**config.mk**
```make
export PLATFORM = sky130hd
export DESIGN_NAME = dwa_clear_seq
export DESIGN_NICKNAME = d
export VERILOG_FILES = /design/src/hw/rtl/dwa_pkg.sv /design/src/hw/rtl/dwa_clear_seq.sv
export SDC_FILE = /design/constraint.sdc
export NUM_CORES = 1
export LEC_CHECK = 0
export BUFFER_PORTS_ARGS = -buffer_cell sky130_fd_sc_hd__buf_2
export CAP_MARGIN = 20
export CORE_MARGIN = 3
export CORE_UTILIZATION = 30
export CTS_CLUSTER_SIZE = 20
export DETAILED_ROUTE_END_ITERATION = 16
export PLACE_DENSITY = 0.5
export SKIP_CTS_REPAIR_TIMING = 1
export SYNTH_ARGS = -nofsm -noshare
export SYNTH_HDL_FRONTEND = slang
export SYNTH_SLANG_ARGS = --single-unit
```
**constraint.sdc**
```tcl
create_clock -name clk -period 1.65 [get_ports clk]
set_input_delay 0.33 -clock clk [delete_from_list [all_inputs] [get_ports clk]]
set_output_delay 0.33 -clock clk [all_outputs]
set_load 0.005 [all_outputs]
```
**src/hw/rtl/dwa_pkg.sv**
```systemverilog
// Package: field widths, operation codes and helpers for the DFA word acceptor.
`timescale 1ns / 1ps

package dwa_pkg;

	localparam int unsigned NUM_STATES_DEF    = 16;
	localparam int unsigned ALPHABET_SIZE_DEF = 256;

	localparam int unsigned OP_W     = 2;
	localparam int unsigned STATE_FW = 4;
	localparam int unsigned LETTER_W = 8;

	localparam int unsigned IN_DATA_W  = 24;
	localparam int unsigned OUT_DATA_W = 8;

	typedef enum logic [OP_W-1:0] {
		OP_SET_TRANS = 2'd0,
		OP_SET_ACCEPT = 2'd1,
		OP_BEGIN_WORD = 2'd2,
		OP_FEED_LETTER = 2'd3
	} op_t;

	typedef struct packed {
		op_t                 operation;
		logic [STATE_FW-1:0] from_state;
		logic [LETTER_W-1:0] letter;
		logic [STATE_FW-1:0] target_state;
		logic                accept_value;
	} item_t;

	// start state reduced modulo the state count (for a count of two or more); at most eight subtract steps on 4 bits
	function automatic logic [STATE_FW-1:0] state_mod(input logic [STATE_FW-1:0] v,
			input int unsigned n);
		logic [STATE_FW-1:0] r;
		r = v;
		for (int i = 0; i < 8; i++) begin
			if (32'(r) >= n)
				r = r - STATE_FW'(n);
		end
		return r;
	endfunction

endpackage

```
**src/hw/rtl/dwa_clear_seq.sv**
```systemverilog
// Post-reset sweep that invalidates every transition table entry.
`timescale 1ns / 1ps

module dwa_clear_seq import dwa_pkg::*; #(
	parameter int unsigned DEPTH = NUM_STATES_DEF * ALPHABET_SIZE_DEF,
	parameter int unsigned AW    = 12
) (
	input  logic          clk,
	input  logic          arst_n,
	output logic          busy,
	output logic [AW-1:0] addr
);

	logic [AW-1:0] cnt_q;
	logic          busy_q;

	always_ff @(posedge clk or negedge arst_n) begin
		if (!arst_n) begin
			cnt_q  <= '0;
			busy_q <= 1'b1;
		end else if (busy_q) begin
			if (cnt_q == AW'(DEPTH - 1))
				busy_q <= 1'b0;
			else
				cnt_q <= cnt_q + 1'b1;
		end
	end

	assign busy = busy_q;
	assign addr = cnt_q;

endmodule

```
# Yosys cells after proc, flatten, opt, wreduce, memory -nomap -nowiden
# Index checks and enable logic that the tools add are counted.
[op_classes]
addsub = 1
mul = 0
div = 0
magnitude_cmp = 0
n_eq_ne = 1
n_shift = 0
n_mux = 2
bitwise = 1
reduce_logical = 1
[ops]
columns = ["cell", "count"]
rows = [
  ["$add A12 B1 Y12 const B", 1],
  ["$eq A12 B12 Y1 const B", 1],
  ["$mux W1", 2],
  ["$reduce_and A2 Y1", 1],
  ["$not A1 Y1", 1],
]
[totals]
reg_bits = 13
latch_bits = 0
ram_bits = 0
romBits = 0
out_inout_bits = 13
elab_cells = 8
n_memories = 0

# Logic depth before layout (Yosys ltp)
[logic_depth]
depth_word = 3
mapped_depth = 5
depth_no_buf = 4

# Worst setup path after synthesis
# No wires, ideal clock.
[synth_timing]
path_kind = "flip-flop to flip-flop"
start = "reg cnt_q[0] (netlist: addr[0])"
end = "reg cnt_q[10] (netlist: addr[10])"
setup_ns = 0.125
arrival_ns = 1.403
required_time_ns = 1.525
slack_ns = 0.122
stages_incl_launch_ff = 6
n_path_buf = 1
path_cell_list = "dfrtp_1 > ha_1 > and4_1 > buf_4 > nand4_1 > mux2_4"
[synth_between]
elab_chain_cells = 3
[synth_lines]
columns = ["element", "line", "source"]
rows = [
  ["start: declaration", "dwa_clear_seq.sv:14", "logic [AW-1:0] cnt_q;"],
  ["start signal: assignment", "dwa_clear_seq.sv:25", "cnt_q <= cnt_q + 1'b1;"],
  ["branches (longest 3 deep; another with $add A12 B1 Y12)", "n/a", ""],
]
# Several ways; the timed one is not identified.
# A chain may end at the register's enable or synchronous reset.

# Worst setup path after layout
# Same ends and word-level chain as after synthesis.

==> summary.md <==
| Metric | Value |
|---|---|
| Number of antenna violations at the first check in global routing | 0 |
| Number of antenna cells inserted | 0 |
| Yosys synthesis warning count | 0 |
| Worst Max-Slew Pin Slew | 0.297 ns |
| Data required time of the worst path | approximately 1.8 ns |
| Clk root buf | sky130_fd_sc_hd__clkbuf_4 |
| CP startpoint kind | flop |
| Largest fanout on the critical path | 7 |
| X dimension of the die | 54.2 um |
| Seq/Total Area, Yosys | a little under half |
| Crit path DAT | between 1.5 and 2 ns |
| Total number of nets in the final design | 89 |
| Clock-pin slew reported for the worst setup and hold paths after clock tree synthesis | 0.08 ns |
| Residual overflow from global routing | 0 |
| Xor/xnor share of the synthesized area | 1.26% |
| Kind of end point of the critical path | flop |
| Post-synthesis mux area share | 11.7% |
| Ratio of final minimum period to clock period | 93.3% |
| Worst ir drop on vdd | around 0.31 mV |
| Number of buffers inserted during clock tree synthesis | 3 |
| Final Max Tran Viols | 0 |
| Area added between synthesis and finish | 25.4% |
| Initial detailed-routing violation count | 10 |
| Share of post-route cells with drive strength above 1 | 36.5% |
| Largest net degree at the start of global routing | 14 |
| Post-synthesis instance total | 62 |
| Maximum clock insertion buffer count | 2 |
| DRC violations left | 0 |
| Overall power consumption | 528 uW |
| Via-per-instance ratio | 5.21 |
| CTS tree | yes |
| Status | complete, no violations |
| Worst relative slew slack | between 80% and 90% |
| Simple-gate share of the synthesized area | 19.6% |
| Via count of the first global-routing pass | 544 |
| Power Dens Cells | 605 nW/um^2 |
| Height of the die | 54.2 um |
| Effective utilization at floorplan | 33.4% |
| Number of core rows | 16 |
| Worst R2R Setup Slack | 0.11 ns |
| Number of max-cap violations | 0 |
| Final setup violating endpoints | 0 |
| Global-route wire length before repair | 2550 um |
| HP Class | input port to asynchronous set/reset pin |
| Highest Clock Rate | 650 MHz |
| I/O pin total | 15 |
| Final period demand of the worst path | 1.54 ns |
| Routed via count | 583 |
| Gp weighted congestion | about 0.76 |
| Category of the most critical setup path | flop to flop |
| Compound-gate portion of the synthesized area | 15.8% |
| Average cell area after synthesis | 11.2 um^2 |
| HPWL after DPL | 1110 um |
| Routed Wire Length | 1520 um |
| Remaining number of nets flagged by the antenna check after routing | 0 |
| Mapped Nets | 65 |
| CTS H-Tree Depth | 1 |
| Hold Worst Slack | 0.457 ns |
| Post-synthesis share of cell area spent on full adders, half adders and majority gates | 1.80% |
| Clock network latency to the later pin of the worst-skew pair | 0.28 ns |
| Final routed wire length divided by cell count | 13.5 um |
| Main combinational cell family by area after synthesis | simple AND/OR/NAND/NOR gates |
| Num Clock Sinks | 13 |
| Number of endpoints with negative hold slack in the final report | 0 |
| FILL cells | 215 |
| P_leak | 0.000423 uW |
| Number of distinct standard cells referenced by the synthesized netlist | 31 |
| Placeable Area | 2080 um^2 |
| Total die area | 2930 um^2 |
| Setup repair after global routing missed its margin | no |
| Count of buffers from port buffering | 14 |
| Total routing usage reported by global routing | 12.6% |
| Setup TNS | 0 ns |
| First drt pass iteration count | 4 |
| Summed instance area of the synthesized netlist | 696 um^2 |
| Skew final | 0.00104 ns |
| Number of synthesized register bits | 13 |
-- flip-flops by register name (all words and copies together) (netlist names) --
name,flops
addr,12
busy,1
-- per-layer routing --
layer	share of wire, %	vias to the layer above	GRT usage (%)
met5	0	-	0
met4	2.3	0	10.4
met3	4.5	4	2.49
met2	43	13	16.5
met1	50	275	17.2
li1	-	291	-
-- synthesized netlist by cell type --
| cell type | count | area (um^2) |
|---|---|---|
| sky130_fd_sc_hd__nand3_1 | 3 | 15.0 |
| sky130_fd_sc_hd__o21ai_0 | 2 | 10.0 |
| sky130_fd_sc_hd__buf_4 | 1 | 7.51 |
| sky130_fd_sc_hd__dfrtp_1 | 12 | 300 |
| sky130_fd_sc_hd__a21oi_1 | 2 | 10.0 |
| sky130_fd_sc_hd__a21boi_0 | 1 | 7.51 |
| sky130_fd_sc_hd__o31ai_4 | 1 | 21.3 |
| sky130_fd_sc_hd__mux2i_1 | 1 | 10.0 |
| sky130_fd_sc_hd__a31oi_1 | 2 | 12.5 |
| sky130_fd_sc_hd__inv_1 | 2 | 7.51 |
| sky130_fd_sc_hd__a311oi_1 | 1 | 8.76 |
| sky130_fd_sc_hd__nand4_1 | 4 | 25.0 |
| sky130_fd_sc_hd__nor3_1 | 2 | 10.0 |
| sky130_fd_sc_hd__nor4_2 | 1 | 12.5 |
| sky130_fd_sc_hd__ha_1 | 1 | 12.5 |
| sky130_fd_sc_hd__a41oi_1 | 2 | 17.5 |
| sky130_fd_sc_hd__xnor2_1 | 1 | 8.76 |
| sky130_fd_sc_hd__nand2_1 | 5 | 18.8 |
| sky130_fd_sc_hd__mux2_2 | 1 | 11.3 |
| sky130_fd_sc_hd__mux2_1 | 4 | 45.0 |
| sky130_fd_sc_hd__nor2_1 | 1 | 3.75 |
| sky130_fd_sc_hd__o211ai_1 | 1 | 7.51 |
| sky130_fd_sc_hd__nand2b_1 | 1 | 6.26 |
| sky130_fd_sc_hd__and3_1 | 1 | 6.26 |
| sky130_fd_sc_hd__dfstp_2 | 1 | 26.3 |
| sky130_fd_sc_hd__and4_1 | 3 | 26.3 |
| sky130_fd_sc_hd__buf_2 | 1 | 5.00 |
| sky130_fd_sc_hd__mux2_4 | 1 | 15.0 |
| sky130_fd_sc_hd__nand4_2 | 1 | 12.5 |
| sky130_fd_sc_hd__o21a_1 | 1 | 7.51 |
| sky130_fd_sc_hd__o21bai_1 | 1 | 7.51 |
-- placed cells by master (no fill, tap or decap), types with 2 or more instances in the layout --
cell type                  netlist  layout
sky130_fd_sc_hd__buf_2           1      14
sky130_fd_sc_hd__dfrtp_1        12      12
sky130_fd_sc_hd__buf_4           1       6
sky130_fd_sc_hd__nand2_1         5       5
sky130_fd_sc_hd__nand4_1         4       4
sky130_fd_sc_hd__mux2_1          4       4
sky130_fd_sc_hd__nand3_1         3       3
sky130_fd_sc_hd__clkbuf_4        0       3
sky130_fd_sc_hd__inv_1           2       2
sky130_fd_sc_hd__and4_1          3       2
sky130_fd_sc_hd__o21ai_0         2       2
sky130_fd_sc_hd__nor3_1          2       2
sky130_fd_sc_hd__a21oi_1         2       2
sky130_fd_sc_hd__a31oi_1         2       2
sky130_fd_sc_hd__a41oi_1         2       2
-- logic make-up (layout without fill, tap and decap cells) --
| kind of cell | after synthesis | in the layout |
|---|---|---|
| multiplexers | 7 | 7 |
| adder cells (fa/ha/maj) | 1 | 1 |
| flip-flops | 13 | 13 |
| buffers and inverters | 4 | 27 |
| XOR/XNOR | 1 | 1 |
| AND/OR/NAND/NOR | 22 | 22 |
| AO/OA/AOI/OAI | 14 | 14 |
-- metrics by stage --
stage	area, um^2	utilization (%)	cells	setup slack, ns
finish	872	41.9	112	0.111
global route	872	41.9	112	0.0269
CTS	858	41.2	111	0.0648
detailed placement	832	40.0	107	0.0722
global placement	832	40.0	107	0.114
floorplan	696	-	62	0.122
-- power breakdown --
group | switching (uW) | internal, uW | total [uW]
clock | 107 | 93.8 | 201
combinational | 6.23 | 2.40 | 8.63
sequential | 0 | 318 | 318
total | 113 | 415 | 528
-- final cells by class --
type                    instances  area [um^2]  area share [%]
clock buffers                   4         26.3            3.01
inverters                       2         7.51           0.861
multi-input cells              45          353            40.5
flip-flops and latches         13          327            37.4
well taps                      27         33.8            3.87
repair buffers                 21          125            14.3
-- path summary, 6_finish.rpt --
path	endpoint	depth (start not counted)	from
setup reg to reg	addr[10]	4	addr[0]
setup / recovery	addr[10]	4	addr[0]
hold / removal	addr[3]	2	arst_n
max in group asynchronous	busy	2	arst_n
hold reg to reg	addr[0]	1	addr[0]
min in group clk	addr[0]	1	addr[0]
-- worst max-delay path: stages (launching register included) --
cell	delay, ns
sky130_fd_sc_hd__dfrtp_1	0.42
sky130_fd_sc_hd__ha_2	0.27
sky130_fd_sc_hd__and4_2	0.30
sky130_fd_sc_hd__nand4_1	0.13
sky130_fd_sc_hd__mux2_4	0.31
Note: power is estimated with default switching activity, not from simulation.
